## src/hw/rtl/ezr_pkg.sv

```systemverilog
`timescale 1ns / 1ps
// ----------------------------------------------------------------------------
// ezr_pkg: shared types, constants and functions of the ZXZ rotation block
// Fixed formats, arctangent table construction and output rounding.
// ----------------------------------------------------------------------------
package ezr_pkg;

   localparam int ANGLE_FRAC_BITS = 16;
   localparam int OUT_FRAC_BITS   = 16;
   localparam int CORDIC_STEPS_DEF = 18;
   localparam int TAB_LEN  = 32;
   localparam int IN_W     = 26;
   localparam int OUT_W    = 18;
   localparam int RED_W    = 40;
   localparam int Z_W      = 43;
   localparam int XY_W     = 43;
   localparam int TRIG_W   = 32;
   localparam int PROD_W   = 64;
   localparam int SUM_W    = 66;
   localparam int EMIT_SH  = 60 - OUT_FRAC_BITS;

   // Angle reduction: offset by whole turns so that the value is never negative,
   // then a short restoring compare-and-subtract chain.
   localparam longint FULL_L = longint'(360) << ANGLE_FRAC_BITS;
   localparam longint NWRAP  = ((longint'(1) << (IN_W - 1)) + FULL_L - 1) / FULL_L;
   localparam int RED_STEPS  = $clog2(2 * NWRAP);
   localparam logic [RED_W-1:0] FULL = RED_W'(FULL_L);
   localparam logic [RED_W-1:0] OFS  = RED_W'(FULL_L * NWRAP);

   localparam logic signed [Z_W-1:0] HALF  = Z_W'(longint'(180) << 32);
   localparam logic signed [Z_W-1:0] QUART = Z_W'(longint'(90) << 32);
   localparam logic signed [XY_W-1:0] GAIN = XY_W'(64'sd667681663043);

   localparam logic signed [SUM_W-1:0] EMIT_RND = SUM_W'(longint'(1) << (EMIT_SH - 1));
   localparam logic signed [SUM_W-1:0] EMIT_ONE = SUM_W'(longint'(1) << OUT_FRAC_BITS);
   localparam logic signed [SUM_W-1:0] EMIT_HI  = SUM_W'((longint'(1) << (OUT_W - 1)) - 1);
   localparam logic signed [SUM_W-1:0] EMIT_LO  = -SUM_W'(longint'(1) << (OUT_W - 1));

   typedef struct packed {
      logic signed [Z_W-1:0] z;
      logic                  flip;
   } angle_type;

   typedef struct packed {
      angle_type a;
      angle_type b;
      angle_type c;
   } cls_type;

   // Unsigned 64-bit long division, used only while building constants.
   function automatic logic [63:0] udiv(input logic [63:0] n, input logic [63:0] d);
      logic [64:0] rem;
      logic [63:0] q;
      rem = '0;
      q   = '0;
      for (int b = 63; b >= 0; b--) begin
         rem = {rem[63:0], n[b]};
         q   = {q[62:0], 1'b0};
         if (rem >= {1'b0, d}) begin
            rem  = rem - {1'b0, d};
            q[0] = 1'b1;
         end
      end
      return q;
   endfunction

   // atan(2^-i) in Q.60 radians, truncated Taylor sum.
   function automatic logic [63:0] atan_pow2(input int i);
      logic [63:0] sum;
      logic [63:0] term;
      int          odd;
      int          prod;
      logic        done;
      sum  = '0;
      done = 1'b0;
      for (int k = 0; k < 64; k++) begin
         odd  = 2 * k + 1;
         prod = i * odd;
         if (prod > 60) done = 1'b1;
         if (!done) begin
            term = udiv(64'd1 << (60 - prod), 64'(odd));
            if (k % 2 == 1) sum = sum - term;
            else            sum = sum + term;
         end
      end
      return sum;
   endfunction

   // atan(1/3) in Q.60 radians.
   function automatic logic [63:0] atan_third();
      logic [63:0] one;
      logic [63:0] p;
      logic [63:0] sum;
      logic [63:0] term;
      logic        done;
      one  = 64'd1 << 60;
      p    = 64'd3;
      sum  = '0;
      done = 1'b0;
      for (int k = 0; k < 64; k++) begin
         if (!done) begin
            term = udiv(udiv(one, p), 64'(2 * k + 1));
            if (k % 2 == 1) sum = sum - term;
            else            sum = sum + term;
            if (p > udiv(one, 64'd9)) done = 1'b1;
            else                      p = p * 64'd9;
         end
      end
      return sum;
   endfunction

   // CORDIC step angle atan(2^-i) in Q.32 degrees.
   function automatic logic [39:0] atan_deg(input int i);
      logic [63:0] quarter;
      logic [63:0] num;
      logic [63:0] q;
      logic [63:0] r;
      if (i == 0) begin
         r = 64'd45 << 32;
      end else begin
         quarter = atan_pow2(1) + atan_third();
         num = atan_pow2(i);
         q   = '0;
         for (int b = 0; b < 38; b++) begin
            num = num << 1;
            q   = q << 1;
            if (num >= quarter) begin
               num  = num - quarter;
               q[0] = 1'b1;
            end
         end
         r = (q * 64'd45 + 64'd32) >> 6;
      end
      return r[39:0];
   endfunction

   // Round a Q.60 value to the output format and saturate it.
   function automatic logic signed [OUT_W-1:0] emit(input logic signed [SUM_W-1:0] v);
      logic signed [SUM_W-1:0] t;
      t = (v + EMIT_RND) >>> EMIT_SH;
      if (t > EMIT_ONE)  t = EMIT_ONE;
      if (t < -EMIT_ONE) t = -EMIT_ONE;
      if (t > EMIT_HI)   t = EMIT_HI;
      if (t < EMIT_LO)   t = EMIT_LO;
      return t[OUT_W-1:0];
   endfunction

endpackage

```

## src/hw/rtl/ezr_req_if.sv

```systemverilog
`timescale 1ns / 1ps
// ----------------------------------------------------------------------------
// ezr_req_if: request channel
// Carries the three Euler angles with a valid/ready handshake.
// ----------------------------------------------------------------------------
interface ezr_req_if;
   logic                                valid;
   logic                                ready;
   logic signed [ezr_pkg::IN_W-1:0]     first_z_angle;
   logic signed [ezr_pkg::IN_W-1:0]     x_angle;
   logic signed [ezr_pkg::IN_W-1:0]     second_z_angle;

   modport source (output valid, first_z_angle, x_angle, second_z_angle, input ready);
   modport sink   (input valid, first_z_angle, x_angle, second_z_angle, output ready);
endinterface

```

## src/hw/rtl/ezr_front.sv

```systemverilog
`timescale 1ns / 1ps
// ----------------------------------------------------------------------------
// ezr_front: request intake
// Reduces each angle modulo one turn, folds it into +-90 degrees and
// registers the classified beat.
// ----------------------------------------------------------------------------
module ezr_front (
   input  logic              clock,
   input  logic              reset,
   ezr_req_if.sink           req_ch,
   output ezr_pkg::cls_type  cls_data,
   output logic              cls_valid,
   input  logic              cls_ready
);
   import ezr_pkg::*;

   logic    valid_ff;
   cls_type data_ff;
   cls_type data_in;
   logic    advance;

   function automatic angle_type classify(input logic signed [IN_W-1:0] raw);
      logic [RED_W-1:0]        u;
      logic signed [Z_W-1:0]   d;
      angle_type               res;
      u = RED_W'(raw) + OFS;
      for (int k = RED_STEPS - 1; k >= 0; k--) begin
         if (u >= (FULL << k)) u = u - (FULL << k);
      end
      d = signed'(Z_W'(u)) <<< (32 - ANGLE_FRAC_BITS);
      if (d > HALF) d = d - HALF - HALF;
      res.flip = 1'b0;
      if (d > QUART) begin
         d = HALF - d;
         res.flip = 1'b1;
      end else if (d < -QUART) begin
         d = -HALF - d;
         res.flip = 1'b1;
      end
      res.z = d;
      return res;
   endfunction

   assign advance      = !valid_ff || cls_ready;
   assign req_ch.ready = advance;

   always_comb begin
      data_in.a = classify(req_ch.first_z_angle);
      data_in.b = classify(req_ch.x_angle);
      data_in.c = classify(req_ch.second_z_angle);
   end

   always_ff @(posedge clock) begin
      if (reset) begin
         valid_ff <= 1'b0;
      end else if (advance) begin
         valid_ff <= req_ch.valid;
      end
   end

   always_ff @(posedge clock) begin
      if (advance && req_ch.valid) begin
         data_ff <= data_in;
      end
   end

   assign cls_data  = data_ff;
   assign cls_valid = valid_ff;
endmodule

```

## src/flat_wrapper.sv

```systemverilog
// flat-port wrapper written by rule: the top's interface ports become plain ports
module ezr_front_flat import ezr_pkg::*;
  (clock, reset, cls_data, cls_valid, cls_ready, req_ch_valid, req_ch_first_z_angle, req_ch_x_angle, req_ch_second_z_angle, req_ch_ready);
  ezr_req_if req_ch_i ();
  input  logic clock;
  input  logic reset;
  output ezr_pkg::cls_type cls_data;
  output logic cls_valid;
  input  logic cls_ready;
  input wire logic [$bits(req_ch_i.valid)-1:0] req_ch_valid;
  input wire logic [$bits(req_ch_i.first_z_angle)-1:0] req_ch_first_z_angle;
  input wire logic [$bits(req_ch_i.x_angle)-1:0] req_ch_x_angle;
  input wire logic [$bits(req_ch_i.second_z_angle)-1:0] req_ch_second_z_angle;
  output wire logic [$bits(req_ch_i.ready)-1:0] req_ch_ready;
  assign req_ch_i.valid = req_ch_valid;
  assign req_ch_i.first_z_angle = req_ch_first_z_angle;
  assign req_ch_i.x_angle = req_ch_x_angle;
  assign req_ch_i.second_z_angle = req_ch_second_z_angle;
  assign req_ch_ready = req_ch_i.ready;
  ezr_front u_core (.clock(clock), .reset(reset), .req_ch(req_ch_i), .cls_data(cls_data), .cls_valid(cls_valid), .cls_ready(cls_ready));
endmodule
```

## config.mk

```make
export PLATFORM = sky130hd
export DESIGN_NAME = ezr_front_flat
export DESIGN_NICKNAME = d
export VERILOG_FILES = /design/src/hw/rtl/ezr_pkg.sv /design/src/hw/rtl/ezr_req_if.sv /design/src/hw/rtl/ezr_front.sv /design/src/flat_wrapper.sv
export SDC_FILE = /design/constraint.sdc
export NUM_CORES = 1
export LEC_CHECK = 0
export ABC_CLOCK_PERIOD_IN_PS = 7200
export BUFFER_PORTS_ARGS = -buffer_cell sky130_fd_sc_hd__buf_2
export CORE_UTILIZATION = 40
export CTS_BUF_LIST = sky130_fd_sc_hd__clkbuf_8
export DETAILED_ROUTE_END_ITERATION = 12
export GPL_ROUTABILITY_DRIVEN = 0
export GPL_TIMING_DRIVEN = 0
export REMOVE_ABC_BUFFERS = 1
export SLEW_MARGIN = 15
export SYNTH_ARGS = -nofsm -noshare
export SYNTH_HDL_FRONTEND = slang
export SYNTH_SLANG_ARGS = --single-unit
export TNS_END_PERCENT = 50
```

## constraint.sdc

```tcl
create_clock -name clock -period 7.2 [get_ports clock]
set_clock_uncertainty 0.05 [all_clocks]
set_input_delay 1.44 -clock clock [delete_from_list [all_inputs] [get_ports clock]]
set_output_delay 1.44 -clock clock [all_outputs]
set_load 0.05 [all_outputs]
```

# Yosys cells after proc, flatten, opt, wreduce, memory -nomap -nowiden
# Index checks and enable logic that the tools add are counted.
[word_totals]
register_bits = 133
latch_bits = 0
ramBits = 0
romBits = 0
in_bits = 82
output_inout_bits = 134
word_cells = 64
n_memories = 0
[op_classes]
n_addsub = 21
multipliers = 0
n_div = 0
order_cmp = 15
eq_ne = 0
shifts = 0
n_mux = 18
n_bitwise = 0
reduce_logical = 3
[op_table]
columns = ["operator", "count"]
rows = [
  ["$mux W43", 9],
  ["$sub A41 B43 Y43 const A", 6],
  ["$sub A43 B41 Y43 const B", 6],
  ["$gt A43 B40 Y1 const B", 3],
  ["$gt A43 B41 Y1 const B", 3],
  ["$lt A43 B40 Y1 const B", 3],
  ["$ge A40 B25 Y1 const B", 3],
  ["$ge A40 B26 Y1 const B", 3],
  ["$mux W40", 3],
  ["$sub A40 B26 Y40 const B", 3],
  ["$add A26 B27 Y28 const B", 3],
  ["$mux W27", 3],
  ["$sub A27 B25 Y27 const B", 3],
  ["$mux W1", 3],
  ["$logic_and A1 B1 Y1", 1],
  ["$logic_not A1 Y1", 1],
  ["$logic_or A1 B1 Y1", 1],
]

# Depth between registers and ports, before layout
# Gate-level depths: netlist of the first run.
[depth]
depth_word = 11
depth_mapped = 29

# Worst setup path before layout of the first run
# Ideal clock, no wire load.
[synth_path]
kind = "in2reg"
startpoint = "input port req_ch_first_z_angle[20]"
endpoint = "register u_core.data_ff (netlist bit u_core.cls_data[106]) (data pin)"
setup_ns = 0.260
arrival_time_ns = 6.746
required_ns = 6.890
setup_slack_ns = 0.144
stages = 24
n_path_buf = 2
cell_sequence = "ha_1 -> or3_1 -> or3_1 -> a211oi_2 -> inv_1 -> ha_1 -> inv_1 -> a2111oi_0 -> nor3_2 -> nor2_1 -> o21ai_2 -> mux2i_1 -> ha_1 -> a21oi_1 -> a311oi_1 -> mux2i_1 -> and3_1 -> buf_4 -> nor3_4 -> xor2_2 -> nand4_1 -> a21bo_1 -> buf_6 -> mux2_2"
[synth_rtl]
columns = ["element", "line_no", "rtl"]
rows = [
  ["start: declaration", "flat_wrapper.sv:11", "input wire logic [$bits(req_ch_i.first_z_angle)-1:0] req_ch_first_z_angle;"],
  ["end signal: assignment", "ezr_front.sv:63", "data_ff <= data_in;"],
  ["end: declaration", "ezr_front.sv:18", "cls_type data_ff;"],
]

==> results of run 1 <==
==> tightest hold or removal path, delay by kind of cell, from the launching register on <==
kind / cells / cell delay [ps]
flip-flops: 1 / 320
AO/OA/AOI/OAI: 1 / 80
AND/OR/NAND/NOR: 1 / 100
==> cell type report <==
type	instances	area share
clock inverters	7	0.00677
well taps	319	0.0354
multi-input cells	935	0.609
repair buffers	198	0.100
inverters	38	0.0126
clock buffers	9	0.0110
flip-flops and latches	85	0.225
==> per-layer routing <==
metal  vias to the layer above  GRT usage  share of wire
li1                       4428          -              -
met1                      4181      0.281           0.48
met2                       263      0.321           0.45
met3                        29     0.0332          0.057
met4                         0     0.0682          0.019
met5                         -          0              0
==> state kept, by name, indices dropped and copies added, names as in the netlist <==
signal            flops
u_core.cls_data      84
u_core.cls_valid      1
==> cells in the mapped netlist (all sizes together), types with 22 or more instances <==
cell    instances  share of area
nand2b         27          0.018
nor2           80          0.032
inv            38          0.015
a21oi          81          0.045
o21ai          67          0.036
ha             24          0.031
or3            24          0.017
xor2           31          0.029
mux2i          22          0.024
buf            67          0.052
nand2          60          0.024
nor3           29          0.017
edfxtp         84           0.26
clkbuf         22         0.0087
o211ai         24          0.019
xnor2          81          0.077
==> power by group <==
part	switching (mW)	leakage [nW]	internal [mW]	total (mW)
sequential	0.0534	0.818	0.876	0.929
combinational	2.21	3.43	1.19	3.39
clock	0.228	0.103	0.138	0.366
total	2.49	4.35	2.20	4.69
==> logic make-up (layout without fill, tap and decap cells) <==
group | count (synthesis) | after routing | synth area share
adders and majority gates | 24 | 24 | 0.0315
buffers and inverters | 127 | 252 | 0.0756
xor gates and xnor gates | 115 | 115 | 0.113
DFF | 85 | 85 | 0.267
AOI/OAI and AO/OA | 361 | 363 | 0.271
and+or+nand+nor | 352 | 353 | 0.206
other | 1 | 48 | 0.000393
muxes | 32 | 32 | 0.0361
==> metrics by stage <==
stage | setup WS (ps) | utilization
floorplan | -248 | -
global placement | -1410 | 0.443
detailed placement | -1510 | 0.444
CTS | 2.46 | 0.466
global route | -70.1 | 0.482
finish | 223 | 0.482
==> worst max-delay path by stage <==
stage,from,end,slack (ps),depth (start not counted)
CTS,req_ch_second_z_angle[20],u_core.cls_data[28],2,22
detailed placement,req_ch_first_z_angle[20],u_core.cls_data[106],-1510,24
finish,req_ch_x_angle[0],u_core.cls_data[86],220,26
global route,req_ch_second_z_angle[20],u_core.cls_data[41],-70,23
floorplan,req_ch_first_z_angle[20],u_core.cls_data[106],-250,23
global placement,req_ch_first_z_angle[20],u_core.cls_data[106],-1410,24
==> repair_timing <==
item,4_1_cts,5_1_grt
gates cloned,2,1
pin swaps,5,9
setup endpoints to repair,73,79
buffers inserted,15,15
gates resized for setup,29,41
==> summary.txt, run 1 <==
Status
  – Status: finished clean

Pwr
  – Tot Pwr: 4.69 mW
  – Leak pwr: 4.35 nW
  – Power Dens Cells: 416 nW/um^2
  – VDD IR-drop max: ~0.25 mV

Clock tree
  – CTS buffer count: 9
  – Hold-fix buffers, CTS: 0
  – Worst skew pair latency: 370 ps
  – H-tree Lvls: 3
  – CTS tree: done
  – Clk slew on worst S/H paths: 100 ps
  – TritonCTS Sinks: 85
  – Clock Tree Buf Depth: 2
  – CTS Root Cell: clkbuf_8

Logic synthesis
  – Synth warn: 0
  – Register area share after synthesis: 0.267
  – Synth Area per Inst: 8.69 sq um
  – Number of synthesized flops with an enable pin: 84
  – Ys async rst share: 0
  – Mapped Area: 9540 sq um
  – Post-synthesis cell count: 1097
  – Synth cell types: 116
  – #FFs+latches synth: 85
  – Top FF cell, synth: edfxtp_1

Timing
  – Tmin final: ~7000 ps
  – Setup violators final: 0
  – Least-Margin Pin Slew: 848 ps
  – Sum Neg Setup Slack: 0 ps
  – Final Cycle Share: 0.969
  – Min Hold Slack: 487 ps
  – Worst slew margin: 0.431
  – Fmax: 0.143 GHz
  – Slew Viols, Final: 0
  – Final Hold Vio Count: 0
  – RSZ-0062 raised after global routing: yes

Setup path
  – CP Class: in -> reg
  – WP data arrival: 7070 ps
  – Delay-heaviest family, CP: compound AO/OA/AOI/OAI gates
  – Cells on worst reg2reg path: 3
  – Critical Path RT: 7290 ps
  – FF-to-FF setup slack: 5590 ps
  – Reg2reg end: u_core.cls_data[75]
  – Buffers and inverters on the worst path: 5
  – Worst path slowest cell: or3b_2
  – CP Launch Type: input port
  – CP max stage delay: 520 ps
  – Crit Path Max Fanout: 7
  – CP endpoint kind: register
  – R2r startpoint: u_core.cls_valid

Die
  – IO Pins: 216
  – Die H: 156 microns
  – Core area: 23400 sq um
  – Die Area: 24500 sq um
  – Std cell rows: 56
  – Initial core utilization: 0.408
  – Die Width: 156 microns

Drt
  – WL/cell: roughly 16 microns
  – Detailed-route DRC error count: 0
  – 1st-iter DRT viols: 413
  – Detailed-route wire length: 25900 microns
  – Vias/cell: 5.59
  – Pre-antenna DRT Iters: 4
  – Routed Antenna Nets: 0
  – DR vias: slightly below 9000

Final layout
  – Fin area: 11300 sq um
  – Commonest non-fill, non-tap cell in the layout: buf_2
  – Inserted Diodes: 0
  – Final Instance Count excl. Fillers: 1591
  – Share of layout cells above drive strength 1: 0.264
  – Register area: 2540 sq um
  – # fillers: between 2000 and 2500
  – Multi-input combinational cell area: 6870 sq um
  – Most frequent cells in the layout: buf_2 (166), edfxtp_1 (84), nor2_1 (74), xnor2_1 (74), a21oi_1 (74)
  – Nets: between 1000 and 1500
  – P&R area growth vs syn: 18.3%

GRT
  – GR Util All Layers: 0.204
  – First-pass GRT wire length: 40200 microns
  – Vias in the first global route: 7918
  – GRT Residual Overflow: 0
  – Initial antenna violation count: 0
  – Largest net degree at the start of global routing: 55

Min path
  – Type of the most critical hold path: reg -> reg
  – Hold Path End: u_core.cls_valid
  – Hold depth: 2
  – Start point of the worst hold path: u_core.cls_valid

Flow run
  – MaxCap Viol Count: 0

Placement
  – Placed cells: 1542
  – Cell Area, Placed: roughly 10000 sq um
  – DP HPWL: 18800 microns
  – Port Buffers: approximately 170
Note: power is estimated with default switching activity, not from simulation.
==> run 2, diff against run 1 <==
--- a/config.mk
+++ b/config.mk
@@ -11,7 +11,7 @@
 export CTS_BUF_LIST = sky130_fd_sc_hd__clkbuf_8
 export DETAILED_ROUTE_END_ITERATION = 12
 export GPL_ROUTABILITY_DRIVEN = 0
-export GPL_TIMING_DRIVEN = 0
+export HOLD_SLACK_MARGIN = 0.05
 export REMOVE_ABC_BUFFERS = 1
 export SLEW_MARGIN = 15
 export SYNTH_ARGS = -nofsm -noshare
==> run 2 against run 1 <==
Clock-buffer cell count did not move. Worst hold slack lost 6.8 ps. Clock power rose by 23%. Sequential share of layout area decreased by 0.22 points. Critical path depth is 4 lower. Non-clock buffer count is 63 higher. Core utilization up 0.48 points.
==> summary.txt, run 2 (synthesized netlist as in run 1, its figures left out) <==
Final layout
  – Most frequent cells in the layout: buf_2 (167), buf_4 (92), edfxtp_1 (84), nor2_1 (78), a21oi_1 (77)
  – Share of layout cells above drive strength 1: 0.272
  – Fin area: 11400 sq um
  – Nets: approximately 1400
  – Commonest non-fill, non-tap cell in the layout: buf_2
  – Inserted Diodes: 0
  – P&R area growth vs syn: 19.5%
  – Final Instance Count excl. Fillers: 1651
  – Max reg flops: 84

Clock tree
  – TritonCTS Sinks: 85
  – Clock Tree Buf Depth: 2
  – CTS tree: done
  – Worst skew pair latency: 380 ps
  – Clk slew on worst S/H paths: roughly 100 ps
  – Hold-fix buffers, CTS: 0
  – CTS buffer count: 9
  – CTS Root Cell: clkbuf_8
  – H-tree Lvls: 3

Setup path
  – CP endpoint kind: register
  – Critical Path RT: 7270 ps
  – CP max stage delay: 580 ps
  – Buffers and inverters on the worst path: 3
  – Worst path slowest cell: or4_1
  – Crit Path Max Fanout: 7
  – R2r startpoint: u_core.cls_valid
  – CP cell instances: buf_2, or4_1, or3_4, nor4_4, a211oi_2, buf_4, o211ai_2, a31oi_1, o21ai_2, mux2i_2, ha_1, a21oi_1, a311oi_1, mux2i_1, and3_1, nor2_2, o21ai_0, a2111oi_2, a21bo_1, buf_4, a21oi_1, xor2_1
  – Delay-heaviest family, CP: compound AO/OA/AOI/OAI gates
  – FF-to-FF setup slack: roughly 5300 ps
  – CP Launch Type: input port
  – Reg2reg end: u_core.cls_data[68]
  – CP Class: in -> reg
  – Cells on worst reg2reg path: 3
  – WP data arrival: 6930 ps

Placement
  – Cell Area, Placed: approximately 11000 sq um
  – Placed cells: about 1600
  – DP HPWL: about 20000 microns
  – Port Buffers: 167

Timing
  – RSZ-0062 raised after global routing: no
  – Sum Neg Setup Slack: 0 ps
  – Slew Viols, Final: 0
  – Worst slew margin: 0.259
  – Least-Margin Pin Slew: about 1100 ps
  – Tmin final: 6860 ps
  – Final Cycle Share: 0.953
  – Final Hold Vio Count: 0
  – Min Hold Slack: 480 ps
  – Fmax: 0.146 GHz
  – Setup violators final: 0

Die
  – IO Pins: 216
  – Initial core utilization: 0.408
  – Die Area: 24500 sq um
  – Die H: 156 microns
  – Core area: 23400 sq um
  – Std cell rows: 56
  – Die Width: 156 microns

Drt
  – 1st-iter DRT viols: about 490
  – Detailed-route wire length: 25600 microns
  – Detailed-route DRC error count: 0
  – WL/cell: 15.5 microns
  – DR vias: 9068
  – Routed Antenna Nets: 0
  – Vias/cell: 5.49
  – Pre-antenna DRT Iters: 5

Min path
  – Start point of the worst hold path: u_core.cls_valid
  – Hold Path End: u_core.cls_valid
  – Type of the most critical hold path: reg -> reg
  – Hold depth: 2

GRT
  – Largest net degree at the start of global routing: 85
  – GR Util All Layers: 0.206
  – Vias in the first global route: 8378
  – First-pass GRT wire length: ~41000 microns
  – Initial antenna violation count: 0
  – GRT Residual Overflow: 0

Pwr
  – VDD IR-drop max: approximately 0.26 mV
  – Leak pwr: 4.61 nW
  – Power Dens Cells: 414 nW/um^2

Status
  – Status: finished clean

Flow run
  – MaxCap Viol Count: 0
==> run 2: cell types whose count changed in the layout (fill, tap and decap cells not counted), moves of 4 or more <==
cell	previous run	this run
nor2_1	74	78
nor3_2	6	2
nor3_1	22	26
nor4_1	11	15
buf_4	27	92
==> run 2: final cells by class <==
class	count	area, sq um
sequential	85	2540
timing repair buffer	261	1570
multi-input combinational	932	6490
tap	319	399
clock buffer	9	124
clock inverter	7	128
fill	2381	12000
inverter	38	143
==> run 2: how the worst max path moves through the flow <==
stage / slack (ps) / cells after the start / to / start
2_1_floorplan: -250 / 23 / u_core.cls_data[106] / req_ch_first_z_angle[20]
3_3_place_gp: 50 / 23 / u_core.cls_data[117] / req_ch_first_z_angle[14]
3_5_place_dp: -100 / 25 / u_core.cls_data[26] / req_ch_second_z_angle[20]
4_1_cts: 310 / 25 / u_core.cls_data[30] / req_ch_second_z_angle[20]
5_1_grt: 6 / 24 / u_core.cls_data[117] / req_ch_first_z_angle[20]
6_report: 340 / 22 / u_core.cls_data[111] / req_ch_first_z_angle[14]
==> run 2: metal layers <==
metal,share of wire,vias to the layer above,GRT usage
met2,0.46,265,0.344
met4,0.015,0,0.0588
met1,0.48,4241,0.277
met5,0,-,0
li1,-,4538,-
met3,0.046,24,0.0294
==> run 2: per-stage QoR <==
step                      power, mW  worst slack (ps)  utilization
after floorplan                3.37              -248            -
after global placement         4.24              53.0        0.474
after detailed placement       4.26             -97.8        0.474
after CTS                      4.73               310        0.485
after global routing           5.06              6.35        0.487
final                          4.72               341        0.487
==> run 2: timing repair <==
action                                  CTS  global route
resized for setup                         0             7
endpoints found under the setup margin    0            44
buffers inserted                          0             1
==> run 2: worst reg2reg max path, delay by kind of cell (launching register included) <==
| kind | cells | cell delay (ps) |
|---|---|---|
| buf+inv | 1 | 830 |
| simple gates | 2 | 240 |
| flops | 1 | 320 |
==> run 2: power by group <==
group | leakage (nW) | internal [mW] | switching (mW)
sequential | 0.818 | 0.877 | 0.0569
clock | 0.126 | 0.236 | 0.213
combinational | 3.67 | 1.21 | 2.12
total | 4.61 | 2.33 | 2.39
==> run 3, diff against run 2 <==
--- a/config.mk
+++ b/config.mk
@@ -7,8 +7,9 @@
 export LEC_CHECK = 0
 export ABC_CLOCK_PERIOD_IN_PS = 7200
 export BUFFER_PORTS_ARGS = -buffer_cell sky130_fd_sc_hd__buf_2
+export CORE_MARGIN = 3
 export CORE_UTILIZATION = 40
-export CTS_BUF_LIST = sky130_fd_sc_hd__clkbuf_8
+export CTS_BUF_LIST = sky130_fd_sc_hd__clkbuf_16
 export DETAILED_ROUTE_END_ITERATION = 12
 export GPL_ROUTABILITY_DRIVEN = 0
 export HOLD_SLACK_MARGIN = 0.05
==> run 3 against run 2 <==
Core utilization rose by 1.1 points. Sequential power about the same. Die area rose by 5.2%. Clock power shrank 3%. Highest routed layer unchanged. Routed wire length rose by 0.55%. First-iteration DRC count rose by 20%. Worst hold slack improved by 4.2 ps. Critical endpoint is now u_core.cls_data[107].
==> summary.txt, run 3 (synthesized netlist as in run 1, its figures left out) <==
Final layout
  – Inserted Diodes: 0
  – P&R area growth vs syn: 20.4%
  – Nets: 1445
  – Commonest non-fill, non-tap cell in the layout: buf_2
  – Max reg flops: 84
  – Share of layout cells above drive strength 1: 0.279
  – # fillers: between 2000 and 2500
  – Most frequent cells in the layout: buf_2 (167), buf_4 (106), edfxtp_1 (84), nor2_1 (78), xnor2_1 (78)

Setup path
  – R2r startpoint: u_core.cls_valid
  – CP endpoint kind: register
  – CP Launch Type: input port
  – Cells on worst reg2reg path: 3
  – Worst path slowest cell: or3_1
  – CP Class: in -> reg
  – Critical Path RT: approximately 7200 ps
  – Crit Path Max Fanout: 5
  – CP max stage delay: 390 ps
  – WP data arrival: 6840 ps
  – FF-to-FF setup slack: between 5000 and 6000 ps
  – CP Launch Point: req_ch_first_z_angle[20]
  – Worst Setup EP: u_core.cls_data[107]
  – Reg2reg end: u_core.cls_data[63]

Placement
  – DP HPWL: 20200 microns
  – Port Buffers: 167
  – Setup WS pre-CTS: -80.2 ps

Die
  – Die H: 160 microns
  – Initial core utilization: 0.414
  – Std cell rows: 55
  – Core area: 23100 sq um
  – Die Area: roughly 26000 sq um
  – Die Width: 160 microns
  – IO Pins: 216

Timing
  – RSZ-0062 raised after global routing: no
  – Slew Viols, Final: 0
  – Final Cycle Share: 0.946
  – Least-Margin Pin Slew: between 600 and 700 ps
  – Setup violators final: 0
  – Fmax: roughly 0.15 GHz
  – Final Hold Vio Count: 0
  – Tmin final: 6810 ps
  – Min Hold Slack: 485 ps
  – Worst slew margin: 0.536
  – Smallest setup slack after layout: 391 ps

Min path
  – Hold depth: 2
  – Type of the most critical hold path: reg -> reg

GRT
  – GRT Residual Overflow: 0
  – Vias in the first global route: 8382
  – First-pass GRT wire length: 41600 microns
  – GR Util All Layers: 0.190
  – Largest net degree at the start of global routing: 52
  – Initial antenna violation count: 0

Drt
  – DR vias: 9108
  – Pre-antenna DRT Iters: 5
  – 1st-iter DRT viols: 585
  – Vias/cell: 5.50
  – Detailed-route wire length: approximately 26000 microns
  – Detailed-route DRC error count: 0
  – Routed Antenna Nets: 0
  – WL/cell: 15.5 microns

Clock tree
  – CTS Root Cell: clkbuf_16
  – CTS buffer count: 9
  – Worst skew pair latency: 340 ps
  – CTS tree: done
  – TritonCTS Sinks: 85
  – Clk slew on worst S/H paths: 60 ps
  – Clock Tree Buf Depth: 2
  – H-tree Lvls: 3

Status
  – Status: finished clean

Flow run
  – MaxCap Viol Count: 0

Pwr
  – VDD IR-drop max: 0.238 mV
  – Leak pwr: 4.65 nW
  – Power Dens Cells: approximately 400 nW/um^2
run 3: worst min-delay path by stage:
stage,slack [ps],end,startpoint
finish,480,u_core.cls_valid,u_core.cls_valid
global route,520,u_core.cls_valid,u_core.cls_valid
CTS,480,u_core.cls_valid,u_core.cls_valid
detailed placement,470,u_core.cls_valid,u_core.cls_valid
global placement,460,u_core.cls_valid,u_core.cls_valid
floorplan,1060,u_core.cls_valid,u_core.cls_valid
run 3: stage by stage:
stage	cells	TNS (ps)	util	power, mW	instance area, sq um
final	1657	0	0.498	4.72	11500
after global routing	1657	0	0.498	5.05	11500
after CTS	1650	0	0.494	4.69	11400
after detailed placement	1634	-1020	0.482	4.22	11100
after global placement	1634	0	0.482	4.21	11100
after floorplan	1055	-2190	-	3.37	9140
run 3: worst max-delay path: cells and delay by family:
kind,cells,cell delay (ps)
compound gates,9,2260
simple gates,5,1100
buf+inv,7,830
fa+ha+maj,3,770
mux,1,270
xor+xnor,1,160
run 3: final cells by class:
class	count	area (sq um)	share of cell area
well taps	313	392	0.0341
inverters	38	143	0.0124
multi-input cells	932	6500	0.566
flip-flops and latches	85	2540	0.221
clock buffers	9	225	0.0196
repair buffers	273	1630	0.142
clock inverters	7	48.8	0.00425
run 3: per-layer routing:
metal / up-vias / part of all wire / global-route usage
li1: 4560 / - / -
met1: 4225 / 0.48 / 0.264
met2: 298 / 0.43 / 0.299
met3: 25 / 0.074 / 0.0490
met4: 0 / 0.013 / 0.0355
met5: - / 0 / 0
run 3: timing repair:
item,4_1_cts,5_1_grt
setup endpoints to repair,0,66
setup buffers,0,7
resized for setup,0,11
hold buffers,0,0
hold endpoints to repair,0,0
run 3: report_power, final:
part / total, mW / internal, mW / switching, mW / leakage, nW
Combinational: 3.34 / 1.21 / 2.14 / 3.70
Sequential: 0.934 / 0.878 / 0.0557 / 0.818
Clock: 0.437 / 0.234 / 0.203 / 0.130
Total: 4.72 / 2.32 / 2.40 / 4.65
