**config.mk**
```make
export PLATFORM = sky130hd
export DESIGN_NAME = ezr_queue
export DESIGN_NICKNAME = d
export VERILOG_FILES = /design/src/hw/rtl/ezr_pkg.sv /design/src/hw/rtl/ezr_queue.sv
export SDC_FILE = /design/constraint.sdc
export NUM_CORES = 1
export LEC_CHECK = 0
export BUFFER_PORTS_ARGS = -buffer_cell sky130_fd_sc_hd__buf_4
export CAP_MARGIN = 5
export CORE_AREA = 5 5 166 168
export DETAILED_ROUTE_END_ITERATION = 6
export DIE_AREA = 0 0 171 173
export MAX_ROUTING_LAYER = met4
export SLEW_MARGIN = 5
export SYNTH_ARGS = -nofsm -noshare
export SYNTH_HDL_FRONTEND = slang
export SYNTH_SLANG_ARGS = --single-unit
export TNS_END_PERCENT = 30
```
**constraint.sdc**
```tcl
create_clock -name clock -period 4.9 [get_ports clock]
set_input_delay 0.245 -clock clock [delete_from_list [all_inputs] [get_ports clock]]
set_output_delay 0.245 -clock clock [all_outputs]
set_load 0.005 [all_outputs]
```
**src/hw/rtl/ezr_pkg.sv**
```systemverilog
`timescale 1ns / 1ps
// ----------------------------------------------------------------------------
// ezr_pkg: shared types, constants and functions of the ZXZ rotation block
// Fixed formats, arctangent table construction and output rounding.
// ----------------------------------------------------------------------------
package ezr_pkg;

   localparam int ANGLE_FRAC_BITS = 16;
   localparam int OUT_FRAC_BITS   = 16;
   localparam int CORDIC_STEPS_DEF = 18;
   localparam int TAB_LEN  = 32;
   localparam int IN_W     = 26;
   localparam int OUT_W    = 18;
   localparam int RED_W    = 40;
   localparam int Z_W      = 43;
   localparam int XY_W     = 43;
   localparam int TRIG_W   = 32;
   localparam int PROD_W   = 64;
   localparam int SUM_W    = 66;
   localparam int EMIT_SH  = 60 - OUT_FRAC_BITS;

   // Angle reduction: offset by whole turns so that the value is never negative,
   // then a short restoring compare-and-subtract chain.
   localparam longint FULL_L = longint'(360) << ANGLE_FRAC_BITS;
   localparam longint NWRAP  = ((longint'(1) << (IN_W - 1)) + FULL_L - 1) / FULL_L;
   localparam int RED_STEPS  = $clog2(2 * NWRAP);
   localparam logic [RED_W-1:0] FULL = RED_W'(FULL_L);
   localparam logic [RED_W-1:0] OFS  = RED_W'(FULL_L * NWRAP);

   localparam logic signed [Z_W-1:0] HALF  = Z_W'(longint'(180) << 32);
   localparam logic signed [Z_W-1:0] QUART = Z_W'(longint'(90) << 32);
   localparam logic signed [XY_W-1:0] GAIN = XY_W'(64'sd667681663043);

   localparam logic signed [SUM_W-1:0] EMIT_RND = SUM_W'(longint'(1) << (EMIT_SH - 1));
   localparam logic signed [SUM_W-1:0] EMIT_ONE = SUM_W'(longint'(1) << OUT_FRAC_BITS);
   localparam logic signed [SUM_W-1:0] EMIT_HI  = SUM_W'((longint'(1) << (OUT_W - 1)) - 1);
   localparam logic signed [SUM_W-1:0] EMIT_LO  = -SUM_W'(longint'(1) << (OUT_W - 1));

   typedef struct packed {
      logic signed [Z_W-1:0] z;
      logic                  flip;
   } angle_type;

   typedef struct packed {
      angle_type a;
      angle_type b;
      angle_type c;
   } cls_type;

   // Unsigned 64-bit long division, used only while building constants.
   function automatic logic [63:0] udiv(input logic [63:0] n, input logic [63:0] d);
      logic [64:0] rem;
      logic [63:0] q;
      rem = '0;
      q   = '0;
      for (int b = 63; b >= 0; b--) begin
         rem = {rem[63:0], n[b]};
         q   = {q[62:0], 1'b0};
         if (rem >= {1'b0, d}) begin
            rem  = rem - {1'b0, d};
            q[0] = 1'b1;
         end
      end
      return q;
   endfunction

   // atan(2^-i) in Q.60 radians, truncated Taylor sum.
   function automatic logic [63:0] atan_pow2(input int i);
      logic [63:0] sum;
      logic [63:0] term;
      int          odd;
      int          prod;
      logic        done;
      sum  = '0;
      done = 1'b0;
      for (int k = 0; k < 64; k++) begin
         odd  = 2 * k + 1;
         prod = i * odd;
         if (prod > 60) done = 1'b1;
         if (!done) begin
            term = udiv(64'd1 << (60 - prod), 64'(odd));
            if (k % 2 == 1) sum = sum - term;
            else            sum = sum + term;
         end
      end
      return sum;
   endfunction

   // atan(1/3) in Q.60 radians.
   function automatic logic [63:0] atan_third();
      logic [63:0] one;
      logic [63:0] p;
      logic [63:0] sum;
      logic [63:0] term;
      logic        done;
      one  = 64'd1 << 60;
      p    = 64'd3;
      sum  = '0;
      done = 1'b0;
      for (int k = 0; k < 64; k++) begin
         if (!done) begin
            term = udiv(udiv(one, p), 64'(2 * k + 1));
            if (k % 2 == 1) sum = sum - term;
            else            sum = sum + term;
            if (p > udiv(one, 64'd9)) done = 1'b1;
            else                      p = p * 64'd9;
         end
      end
      return sum;
   endfunction

   // CORDIC step angle atan(2^-i) in Q.32 degrees.
   function automatic logic [39:0] atan_deg(input int i);
      logic [63:0] quarter;
      logic [63:0] num;
      logic [63:0] q;
      logic [63:0] r;
      if (i == 0) begin
         r = 64'd45 << 32;
      end else begin
         quarter = atan_pow2(1) + atan_third();
         num = atan_pow2(i);
         q   = '0;
         for (int b = 0; b < 38; b++) begin
            num = num << 1;
            q   = q << 1;
            if (num >= quarter) begin
               num  = num - quarter;
               q[0] = 1'b1;
            end
         end
         r = (q * 64'd45 + 64'd32) >> 6;
      end
      return r[39:0];
   endfunction

   // Round a Q.60 value to the output format and saturate it.
   function automatic logic signed [OUT_W-1:0] emit(input logic signed [SUM_W-1:0] v);
      logic signed [SUM_W-1:0] t;
      t = (v + EMIT_RND) >>> EMIT_SH;
      if (t > EMIT_ONE)  t = EMIT_ONE;
      if (t < -EMIT_ONE) t = -EMIT_ONE;
      if (t > EMIT_HI)   t = EMIT_HI;
      if (t < EMIT_LO)   t = EMIT_LO;
      return t[OUT_W-1:0];
   endfunction

endpackage

```
**src/hw/rtl/ezr_queue.sv**
```systemverilog
`timescale 1ns / 1ps
// ----------------------------------------------------------------------------
// ezr_queue: two-entry queue
// Decouples the intake from the arithmetic pipeline.
// ----------------------------------------------------------------------------
module ezr_queue (
   input  logic              clock,
   input  logic              reset,
   input  ezr_pkg::cls_type  push_data,
   input  logic              push_valid,
   output logic              push_ready,
   output ezr_pkg::cls_type  pop_data,
   output logic              pop_valid,
   input  logic              pop_ready
);
   import ezr_pkg::*;

   cls_type    mem_ff [2];
   logic       wr_ptr_ff;
   logic       rd_ptr_ff;
   logic [1:0] count_ff;
   logic       push;
   logic       pop;

   assign push_ready = (count_ff != 2'd2);
   assign pop_valid  = (count_ff != 2'd0);
   assign push       = push_valid && push_ready;
   assign pop        = pop_valid && pop_ready;
   assign pop_data   = mem_ff[rd_ptr_ff];

   always_ff @(posedge clock) begin
      if (reset) begin
         wr_ptr_ff <= 1'b0;
         rd_ptr_ff <= 1'b0;
         count_ff  <= 2'd0;
      end else begin
         if (push) wr_ptr_ff <= !wr_ptr_ff;
         if (pop)  rd_ptr_ff <= !rd_ptr_ff;
         count_ff <= count_ff + {1'b0, push} - {1'b0, pop};
      end
   end

   always_ff @(posedge clock) begin
      if (push) begin
         mem_ff[wr_ptr_ff] <= push_data;
      end
   end
endmodule

```
Word level (Yosys, flattened, before mapping):

Memory sizes are Yosys's and may differ from the RTL's. A register that Yosys moved wholly into a read port is not among the register bits.
Cells that the tools add are included.

* add/subtract/negate cells: 2
* reduce and logical (&&, ||, !) cells: 5
* equality and inequality tests: 1
* mux-type cells: 4

Operators by type and width (count)
* $mux 1: 4
* $add 2x1->2: 1
* $logic_and 1x1->1: 2
* $logic_not 1->1: 2
* $ne 2x2->1 const B: 1
* $reduce_bool 2->1: 1
* $sub 2x1->2: 1

* flip-flop bits (word level): 4
* logic and storage cells: 16
* bits of input ports: 136
* memories kept: 1
* RAM bits: 264

Memories
* mem_ff: words 2, width 132, rd ports 1, clocked after Yosys merged registers in 1, wr ports 1, RTL line ezr_queue.sv:18 `cls_type mem_ff [2];`

Logic depth before layout (Yosys ltp):

Gate-level depths: netlist (run 1).

* depth in word-level cells: 4
* gate-level depth with buffers: 6

Worst setup path after synthesis (run 1):

Ideal clock, no wire load.

* path kind: register to register
* from: reg count_ff[0]
* to: mem mem_ff[1][0] (netlist bit) (enable)
* setup slack: 0.715 ns
* clock period less this slack: 4.185 ns
* library setup time: 0.508 ns
* cell stages (with the launch flop): 3
* path buffers: 0
* arrival time: 3.678 ns
* path through: dfxtp_1 -> nand2b_1 -> and3_1

* cells in the longest elaborated chain, start to end: 4

RTL lines
* from (decl): RTL line ezr_queue.sv:21 `logic [1:0] count_ff;`
* from (signal assigned): RTL line ezr_queue.sv:39 `count_ff <= count_ff + {1'b0, push} - {1'b0, pop};`
* $ne 2x2->1: RTL line ezr_queue.sv:25 `assign push_ready = (count_ff != 2'd2);`
* net push_ready: RTL line ezr_queue.sv:11 `output logic push_ready,`
* $logic_and 1x1->1: RTL line ezr_queue.sv:27 `assign push = push_valid && push_ready;`
* $mux 1: RTL line ezr_queue.sv:44 `if (push) begin`
* $mux 1 (implied by the code): RTL line ezr_queue.sv:45 `mem_ff[wr_ptr_ff] <= push_data;`
* to (decl): RTL line ezr_queue.sv:18

The timed path passes the listed nets, and every way through them passes these cells.

==> results.txt, run 1 <==
The flow ran to the end, and the final reports show no timing, DRC or antenna violations. The top cell types in the final layout, fill and taps aside, are 272 x sky130_fd_sc_hd__buf_4, 264 x sky130_fd_sc_hd__edfxtp_1, 133 x sky130_fd_sc_hd__dlygate4sd3_1. The area of all sequential standard cells was 0.008031 mm²; the clock insertion delay at the later pin of the skew report was 0.52 ns. At the pin with the least slew margin, the transition time is 1.206 ns. For this configuration, the core starts out at a cell density of 39.26%. The run gives 0 as the final number of setup-violating endpoints.

The endpoint identified for the worst register-to-register timing path is mem_ff[1][53]$_DFFE_PP_. Of the total power, the clock network draws 30.9%. The run gives 0.01012 mm² as the combined area of all synthesized cells. The worst pin sits at a relative slew slack of 19.57%.

Global routing finished with a remaining overflow of 0. The number of instances in the synthesized netlist was 440. Summing all multi-input logic gate instances after layout gives 0.001948 mm². The kind of critical path is flip-flop to output pin. After clock tree synthesis, the clock-pin slew on the worst setup and hold paths is 0.06 ns. For the sequential cell fraction of total power, the log shows 46.4%.

The filler cells instantiated in the layout total 1936. VDD sags by at most 0.2846 mV. The number of different library cells used by synthesis comes to 25.

The signal arrival time at the worst endpoint was 2.52 ns; the y dimension of the die was 173 µm. The library cell used most frequently in the layout, excluding fill and tap cells, is sky130_fd_sc_hd__buf_4. Hold is met by 0.07574 ns. The share of total power in combinational logic was 22.7%; the design internal power was 4.791 mW. The tree is rooted in a sky130_fd_sc_hd__clkbuf_16.

The die outline area is 0.02958 mm². The number of endpoints with negative hold slack in the final report was 0. Of all nets on the critical path, the largest fanout is 91.

The tools report the number of violations of the max-capacitance limit as 0. The main flop type after synthesis was sky130_fd_sc_hd__edfxtp_1. Once the clock tree was built, the setup fixing pass inserted 0 buffers.

The final total negative setup slack is 0 ns. STA classifies the critical path startpoint as a flip-flop. The tools report the antenna violation net count after detailed routing as 0. The via count of the routed design is 5589, and the static power due to leakage is 5.617 nW. The ratio of routed vias to standard cells came out at 4.600.

In this run the power density over the cells is 427.4 mW/mm². In this run the register-to-register setup slack is 2.30 ns. The first detailed-routing pass took 4 iterations. TritonCTS created 28 clock buffers.

Counting every net in the synthesized netlist gives 577. Port buffering added 269 buffers. The final layout contains 998 nets. Post-route clock period utilization: 56.35%. The minimum clock period is 2.761 ns, and the synthesized flop and latch total is 269. Average instance area after synthesis: 22.99 µm². The tightest min-delay check is of the primary input to flip-flop type. At the worst endpoint, the required time is 4.66 ns. The die outline width is 171 µm, and the total wire length after detailed routing is 21.81 mm. The first routing iteration left 249 violations. After floorplanning, the core was sized to cover 0.02576 mm².

Summed over all nets, the switching power comes to 1.466 mW. Of the cells placed in the final design, the portion with a size suffix greater than 1 is 50.91%. The worst register-to-register path has a depth of 3. After detailed routing, the number of remaining DRC violations is 0.

The wire length per cell after detailed routing works out to 17.95 µm. In this run the worst setup path terminates at pop_data[131]. For this design the top-level I/O count stands at 270. Between clock sinks in the finished design, the worst skew comes to 0.01492 ns. The sequential share of the synthesized area was 79.36%; the HPWL after detailed placement was 13.64 mm. The first-pass GRT wire length is 33.15 mm, and the fmax is 362.2 MHz.

The final core area utilization is 56.82%. The clock sink count was 269; the max-slew violation total from the final report was 0. TritonCTS built the clock tree.

For the CTS H-tree depth, the log shows 1. The share of flip-flops with an asynchronous set or reset after synthesis was 0%. For the number of global-route vias before repair, the log shows 6112. Net switching is 23.43% of the power. The largest net degree at the start of global routing is 103. The longest clock path from root to sink contains 3 buffers. The tools report the count of inserted antenna diode cells as 0. The number of enable flip-flop cells after synthesis was 264. Setup repair after global routing left no endpoint under its margin. The congestion estimate from routability-driven global placement came to 0.7792.

After floorplanning, the core was divided into 59 placement rows. STA classifies the critical path endpoint as an output pin. The area growth from synthesis to final layout is 44.70%. The startpoint identified for the worst register-to-register timing path is count_ff[0]$_SDFF_PP0_. In the global route stage, overall resource usage came out at 14.49%. The tools report the initial antenna violation count as 0.

During synthesis, Yosys emitted a total of 0 warnings.
-- cells in the mapped netlist, types with 2 or more instances --
cell	instances	share of area (%)
sky130_fd_sc_hd__o21ai_0	2	0.099
sky130_fd_sc_hd__nor2b_1	2	0.12
sky130_fd_sc_hd__edfxtp_1	264	78
sky130_fd_sc_hd__nor2_1	4	0.15
sky130_fd_sc_hd__buf_6	9	1.0
sky130_fd_sc_hd__buf_2	5	0.25
sky130_fd_sc_hd__mux2_2	52	5.8
sky130_fd_sc_hd__dfxtp_1	5	0.99
sky130_fd_sc_hd__mux2_4	80	12
sky130_fd_sc_hd__and3_1	2	0.12
-- power groups by stage --
stage	clock network, mW	registers (mW)	logic (mW)
floorplan	0	2.91	0.770
global placement	0	2.94	1.34
detailed placement	0	2.95	1.35
CTS	1.99	2.91	1.45
global route	2.09	2.93	1.53
finish	1.93	2.90	1.42
-- cell families after synthesis --
group | share of synthesized area [%]
AOI/OAI and AO/OA | 0.4329
xor gates and xnor gates | 0.08660
adders and majority gates | 0.1237
buffers and inverters | 1.435
DFF | 79.36
muxes | 17.66
and+or+nand+nor | 0.9029
-- registers in the layout, summed over array words and instances (netlist names), named ones only --
signal and cells:
mem_ff 264, wr_ptr_ff 1, rd_ptr_ff 1, count_ff 2
-- metrics by stage --
| stage | instance area [µm²] | total power, mW | std cells | setup WS (ns) |
|---|---|---|---|---|
| final | 14640 | 6.257 | 1215 | 2.139 |
| after global routing | 14640 | 6.540 | 1215 | 1.979 |
| after CTS | 14640 | 6.339 | 1215 | 2.025 |
| after detailed placement | 12470 | 4.307 | 1033 | 2.333 |
| after global placement | 12470 | 4.274 | 1033 | 2.452 |
| after floorplan | 10120 | 3.679 | 440 | 0.7147 |
-- worst max-delay path, stage by stage (launching register included) --
cell	delay [ns]
sky130_fd_sc_hd__dfxtp_4	0.81
sky130_fd_sc_hd__buf_12	0.48
sky130_fd_sc_hd__mux2_2	0.40
sky130_fd_sc_hd__buf_4	0.13
-- worst min-delay path by stage --
stage / slack, ns / from / cells past startpoint / to
2_1_floorplan: 0.31 / reset / 1 / wr_ptr_ff$_SDFFE_PP0P_
3_3_place_gp: 0.43 / push_data[50] / 1 / mem_ff[0][50]$_DFFE_PP_
3_5_place_dp: 0.43 / push_data[15] / 1 / mem_ff[1][15]$_DFFE_PP_
4_1_cts: 0.04 / push_valid / 3 / wr_ptr_ff$_SDFFE_PP0P_
5_1_grt: 0.08 / push_valid / 3 / wr_ptr_ff$_SDFFE_PP0P_
6_report: 0.08 / push_valid / 3 / wr_ptr_ff$_SDFFE_PP0P_
-- timing repair --
item | CTS | global route
hold buffers | 133 | 0
endpoints found under the hold margin | 269 | 0
endpoints found under the setup margin | 0 | 0
gates resized for setup | 0 | 0
-- layer usage --
| metal | global-route usage (%) | up-vias | part of all wire [%] |
|---|---|---|---|
| li1 | - | 2597 | - |
| met3 | 3.082 | 30 | 8.0 |
| met5 | - | - | 0 |
| met4 | 3.698 | 0 | 2.1 |
| met1 | 18.55 | 2733 | 41 |
| met2 | 23.67 | 229 | 48 |
-- layout make-up --
| class | count | share of cell area, % |
|---|---|---|
| repair buffers | 406 | 23.18 |
| well taps | 335 | 2.863 |
| inverters | 1 | 0.05983 |
| flip-flops and latches | 269 | 54.87 |
| multi-input cells | 155 | 13.31 |
| clock buffers | 35 | 5.112 |
| clock inverters | 14 | 0.6069 |
Power figures use the tool's default switching activity.
==> run 2, diff against run 1 <==
clock period = 2.55 ns   (was 4.9 ns; I/O delays follow)
==> run 2 against run 1 <==
Non-clock buffer count rose by 9. Utilization rose by 0.66 points. Power rose by 95%. Via count rose by 0.47%. Sequential power rose by 91%. Sequential share of layout area fell by 0.61 points. Global-route usage rose by 0.077 points. Hold slack got worse by 0.037 ns. Clock skew fell by 0.0015 ns. Wire length rose by 1.2%. Worst setup slack got worse by 1.8 ns. Critical endpoint is now pop_data[12]. Highest routed layer unchanged.
==> results.txt, run 2 (synthesis results as in run 1) <==
Dividing the final minimum period by the clock period gives 87.97%. Setup repair after global routing left no endpoint under its margin. The cell area reported after detailed placement is 0.01259 mm² (+0.95%). The maximum clock insertion buffer count is 3 (unchanged), and the static power due to leakage is 5.696 nW (+1.4%). The largest fanout on the critical path came out at 45 (-51%). The clock insertion delay at the later pin of the skew report is 0.53 ns (about the same). The area of all sequential standard cells is 0.008034 mm² (about the same), and the number of I/O port buffers is 269 (unchanged). The tools report the largest net degree at the start of global routing as 84 (-18%). The worst setup timing slack at the placement stage was 0.7610 ns (-1.572 ns); the number of violations of the max-capacitance limit was 0 (unchanged). The logs give 0.02576 mm² (unchanged) for the floorplan core area and 28 (unchanged) for the total clock buffers created by CTS.

The register with the most flip-flops was mem_ff. The largest voltage drop on the vdd net was 0.6081 mV (+110%); the flip-flop count of the largest register, all copies and words added was 264 (unchanged). The starting density of the core was 39.26% (unchanged); the area growth from synthesis to final layout was 46.38%.

In the layout the commonest cells are 276 x sky130_fd_sc_hd__buf_4, 264 x sky130_fd_sc_hd__edfxtp_1, 134 x sky130_fd_sc_hd__dlygate4sd3_1. The clock sink count is 269 (unchanged), and the y dimension of the die is 173 µm (unchanged). The tools report the total wire length after detailed routing as 22.08 mm (+1.2%). The critical path goes through buf_12 -> mux2_2 -> buf_4. The tools report the element type at the critical path start as a flip-flop.

The final number of setup-violating endpoints is 0 (unchanged), and the total grt overflow is 0 (unchanged). The layout filler cell count is 1946 (+0.52%), and the delay of the slowest critical-path stage is 0.69 ns (-0.12 ns). The wire length per cell after detailed routing is 17.98 µm (+0.17%).

The antenna violation net count after detailed routing is 0 (unchanged). The most frequent standard cell in the layout excluding fill and tap cells was sky130_fd_sc_hd__buf_4. The clock edge transition at the registers on the reported setup and hold paths works out to 0.06 ns (about the same). For the post-layout net count, the log shows 1007 (+0.90%). TritonCTS built the clock tree.

The ratio of routed vias to standard cells is 4.572 (-0.60%). The post-route non-filler standard cell count was 1228 (+1.1%). The cell type of the slowest stage on the worst timing path is sky130_fd_sc_hd__dfxtp_4. The final total negative setup slack came out at 0 ns (unchanged). Counting I/O delays and the setup requirement, the final critical path takes 2.243 ns. The worst hold margin was 0.03886 ns (-0.03688 ns). For the post-route worst setup slack, the log shows 0.3068 ns (-1.832 ns).

The run gives 14.42 mm (+5.8%) as the HPWL after detailed placement. For the area occupied by multi-input gates, the log shows 0.001956 mm² (+0.39%). The number of endpoints with negative hold slack in the final report came out at 0 (unchanged).

The critical path is of the flip-flop to output pin type. The number of cells in the design after placement is 1041 (+0.77%), and the power per standard cell area is 823.7 mW/mm² (+93%). The tools report the CTS root buffer as sky130_fd_sc_hd__clkbuf_16.

The via count of the routed design was 5615 (+0.47%). The run gives 6174 (+1.0%) as the number of global-route vias before repair. The total setup buffers inserted after CTS was 0 (unchanged); the pin slew with the least headroom to its limit was 0.6836 ns (-0.5229 ns). The first-pass GRT wire length came out at 33.21 mm (+0.17%). Die outline area: 0.02958 mm² (unchanged). The min-delay analysis places its worst path in the category primary input to flip-flop. The initial antenna violation count was 1 (+1); the power consumption was 12.20 mW (+95%).

The final setup skew was 0.01346 ns (-0.001463 ns). For the worst max-slew margin expressed relative to the limit, the log shows 54.43% (+35 points). The signal arrival time at the worst endpoint is 2.12 ns (-0.40 ns). The die outline width came out at 171 µm (unchanged).

Based on the critical path, the design can be clocked at up to 445.8 MHz. The largest registers in the layout are mem_ff x264, count_ff x2. Required time of the worst setup path: 2.42 ns (-2.24 ns).

The tools report the number of cell rows as 59 (unchanged). The tools report the nature of the critical path endpoint as an output pin. The run finished with clean final reports.

The final standard cell area without fillers is 0.01481 mm² (+1.2%), and the final weighted congestion in routability-driven placement is 0.7528 (-3.4%). For the CTS H-tree depth, the log shows 1 (unchanged). The total routing resource utilization after global routing is 14.57% (+0.077 points), and the max-slew violation total from the final report is 0 (unchanged). The final core area utilization is 57.48% (+0.66 points). The count of unresolved DRC violations after routing was 0 (unchanged). The fraction of final layout cells with drive strength greater than 1 works out to 51.68% (+0.77 points). The number of DRC violations after detailed-routing iteration 0 is 303 (+22%), and the first-pass iteration count of the detailed router is 5 (+1). The post-cts resize count is 0 (unchanged), and the number of placed I/O pins is 270 (unchanged).
[run 2: area by class of cell]
| cell class | count | share of cell area (%) |
|---|---|---|
| inverters | 1 | 0.05070 |
| diodes | 1 | 0.01690 |
| flip-flops and latches | 269 | 54.25 |
| clock buffers | 32 | 4.977 |
| clock inverters | 20 | 0.9379 |
| multi-input cells | 155 | 13.21 |
| well taps | 335 | 2.831 |
| repair buffers | 415 | 23.73 |
[run 2: power breakdown]
group	total, mW	switching, mW	internal (mW)
Combinational	2.83	1.11	1.72
Clock	3.82	1.57	2.25
Sequential	5.55	0.175	5.37
[run 2: what timing repair did]
| item | 4_1_cts | 5_1_grt |
|---|---|---|
| endpoints found under the hold margin | 269 | 0 |
| hold buffers | 134 | 0 |
| endpoints found under the setup margin | 0 | 0 |
[run 2: per-layer routing]
| metal | vias up | global-route usage, % | part of all wire (%) |
|---|---|---|---|
| met5 | - | - | 0 |
| met4 | 0 | 2.773 | 1.4 |
| met3 | 31 | 3.470 | 8.2 |
| met2 | 216 | 24.84 | 50 |
| met1 | 2754 | 17.87 | 40 |
| li1 | 2614 | - | - |
[run 2: critical path: cells and delay by family, from the launching register on]
family / cells / cell delay, ns
buffers and inverters: 2 / 0.46
muxes: 1 / 0.38
DFF: 1 / 0.69
[run 2: path summary, 6_finish.rpt]
kind / start / to / slack, ns / depth (start not counted)
worst min-delay path: pop_ready / rd_ptr_ff$_SDFFE_PP0P_ / 0.04 / 4
worst min register to register: rd_ptr_ff$_SDFFE_PP0P_ / rd_ptr_ff$_SDFFE_PP0P_ / 0.52 / 2
worst max-delay path: flip-flop / pop_data[12] / 0.31 / 3
worst max register to register: count_ff[0]$_SDFF_PP0_ / mem_ff[1][31]$_DFFE_PP_ / 0.78 / 3
==> run 3, diff against run 2 <==
==> constraint.sdc (replaced) <==
create_clock -name clock -period 2.2 [get_ports clock]
set_input_delay 0.11 -clock clock [delete_from_list [all_inputs] [get_ports clock]]
set_output_delay 0.11 -clock clock [all_outputs]
set_load 0.1 [all_outputs]
==> run 3 against run 2 <==
Combinational power grew to 2.7 times the previous value. Global-route usage shrank 0.20 points. Critical path depth is the same. Count of clock-buffer cells in the layout grew 4. Via count shrank 1.2%. Final cell count shrank 0.24%. Non-clock buffer count shrank 2. Critical path type unchanged. Critical endpoint is now pop_data[47].
==> results.txt, run 3 (synthesis results as in run 1) <==
The flow ran to the end, and the final reports show no timing, DRC or antenna violations. The tools report the max-slew violation total from the final report as 0 (unchanged). The worst setup path is captured at an output pin. The tools report the static power due to leakage as 5.692 nW (about the same).

The startpoint of the lowest-slack hold path was push_data[8]. The tools report the post-route non-filler standard cell count as 1225 (-0.24%). The clock insertion delay at the later pin of the skew report came out at 0.53 ns (about the same).

The maximum clock insertion buffer count came out at 3 (unchanged). The library cells used most frequently in the layout, excluding fill and tap cells, are 272 x sky130_fd_sc_hd__buf_4, 264 x sky130_fd_sc_hd__edfxtp_1, 135 x sky130_fd_sc_hd__dlygate4sd3_1. The largest fanout on the critical path came out at 33 (-27%).

The clock sink count came out at 269 (unchanged). The cell area reported after detailed placement is 0.01257 mm² (-0.14%). The required time of the worst setup path was 2.09 ns (-0.33 ns). Worst reg2reg path startpoint: count_ff[0]$_SDFF_PP0_. The tools report the element type at the critical path start as a flip-flop. Timing would allow up to 505.5 MHz.

For the HPWL after detailed placement, the log shows 13.91 mm (-3.6%). The post-route clock period utilization came out at 89.92%. The starting density of the core was 39.26% (unchanged); the number of I/O port buffers was 269 (unchanged).

CTS root buffer: sky130_fd_sc_hd__clkbuf_16. The largest net degree at the start of global routing is 92 (+9.5%). The sequential cell fraction of total power is 34.3% (-11 points). For the first-pass GRT wire length, the log shows 33.15 mm (-0.17%). Setup repair after global routing left no endpoint under its margin. The wire length per cell after detailed routing works out to 17.57 µm (-2.3%). The area growth from synthesis to final layout is 46.41% (about the same), and the fraction of final layout cells with drive strength greater than 1 is 51.80% (+0.12 points).

The tools report the net switching power as 7.664 mW (+170%). The number of violations of the max-capacitance limit is 0 (unchanged), and the switching power share of the total is 41.20% (+18 points). The first-pass iteration count of the detailed router was 4 (-1); the total routing resource utilization after global routing was 14.37% (-0.20 points). The flip-flop count of the largest register, all copies and words added works out to 264 (unchanged).

The largest registers in the layout are mem_ff x264, count_ff x2. Internal reg-to-reg setup slack: 0.52 ns (-0.26 ns). The die outline area is 0.02958 mm² (unchanged), and the number of cells in the design after placement is 1037 (-0.38%). The post-layout net count was 1005 (-0.20%); the pin slew with the least headroom to its limit was 0.5946 ns (-0.08896 ns). The worst setup timing slack at the placement stage was 0.4999 ns (-0.2611 ns).

Final setup skew: 0.01267 ns (-0.0007861 ns). For the post-route worst setup slack, the log shows 0.2217 ns (-0.08506 ns). Die outline width: 171 µm (unchanged). The total grt overflow was 0 (unchanged).

The signal arrival time at the worst endpoint was 1.87 ns (-0.25 ns); the y dimension of the die was 173 µm (unchanged). The type of the worst min-delay path was primary input to flip-flop. The antenna violation net count after detailed routing came out at 0 (unchanged). The total wire length after detailed routing is 21.52 mm (-2.5%).

TritonCTS built the clock tree. The final number of setup-violating endpoints came out at 0 (unchanged). Design internal power: 10.94 mW (+17%). Counting flops per register, the top entry is mem_ff.

For the number of endpoints with negative hold slack in the final report, the log shows 0 (unchanged). The ratio of routed vias to standard cells came out at 4.531 (-0.92%). Number of DRC violations after detailed-routing iteration 0: 271 (-11%). The tools report the via count of the routed design as 5550 (-1.2%).

The tools report the final standard cell area without fillers as 0.01481 mm² (about the same). The run gives 270 (unchanged) as the number of placed I/O pins. The tools report the number of global-route vias before repair as 6187 (+0.21%).

The worst setup path is of the flip-flop to output pin kind. The clock edge transition at the registers on the reported setup and hold paths is 0.06 ns (about the same), and the relative contribution of the clock network to total power is 23.9% (-7.4 points). Leaving out fill and tap cells, the most frequent cell in the layout is sky130_fd_sc_hd__buf_4. The number of cell rows is 59 (unchanged), and the final weighted congestion in routability-driven placement is 0.7457 (-0.94%). The share of total power in combinational logic was 41.8% (+19 points); the power per standard cell area was 1256 mW/mm² (+52%).

The initial antenna violation count is 2 (+1), and the minimum clock period is 1.978 ns. The largest voltage drop on the vdd net was 0.8221 mV (+35%). Count of unresolved DRC violations after routing: 0 (unchanged). The tools report the post-cts resize count as 0 (unchanged). The logs give 60.36% (+5.9 points) for the worst max-slew margin expressed relative to the limit and 0.02576 mm² (unchanged) for the floorplan core area.

Total clock buffers created by CTS: 28 (unchanged). The CTS H-tree depth came out at 1 (unchanged).
run 3: final cells by class:
cell class	count	area (µm²)
diodes	2	5.005
clock buffers	36	752.0
clock inverters	14	123.9
fillers	1963	10950
inverters	1	7.507
multi-input cells	155	1956
flip-flops and latches	269	8034
well taps	335	419.2
repair buffers	413	3513
run 3: routing by layer:
metal / wire [µm] / track usage (%) / vias to the layer above / share of wire (%)
li1: - / - / 2605 / -
met4: 459 / 3.235 / 0 / 2.1
met5: 0 / - / - / 0
met3: 1703 / 3.562 / 37 / 7.9
met2: 10640 / 24.08 / 208 / 49
met1: 8717 / 17.69 / 2700 / 41
run 3: final timing paths:
kind / cells after the start / to
max reg2reg: 4 / mem_ff[0][34]$_DFFE_PP_
min reg2reg: 2 / rd_ptr_ff$_SDFFE_PP0P_
max: 3 / pop_data[47]
min: 2 / mem_ff[1][8]$_DFFE_PP_
run 3: power by group through the flow:
stage          Clock [mW]  Sequential, mW  Combinational [mW]
2_1_floorplan           0            6.46                6.27
3_5_place_dp            0            6.52                7.59
6_report             4.45            6.37                7.78
3_3_place_gp            0            6.49                7.56
5_1_grt              4.81            6.42                8.03
4_1_cts              4.61            6.38                7.85
run 3: metrics by stage:
stage          total power, mW  TNS [ns]  hold WS [ns]  utilization, %
2_1_floorplan            12.72   -217.41        0.1723               -
3_3_place_gp             14.05         0        0.2947           48.79
3_5_place_dp             14.11         0        0.2976           48.79
4_1_cts                  18.84         0        0.2708           57.47
5_1_grt                  19.26         0        0.2780           57.49
6_report                 18.60         0        0.3052           57.49
run 3: critical path, cell delays in order, from the launching register on:
cell and delay (ns):
sky130_fd_sc_hd__dfxtp_4 0.43, sky130_fd_sc_hd__buf_12 0.27, sky130_fd_sc_hd__mux2_2 0.37, sky130_fd_sc_hd__buf_4 0.23
run 3: repair_timing:
action	CTS	global route
buffers inserted	1	0
hold endpoints to repair	269	0
hold buffers	135	0
setup endpoints to repair	8	0
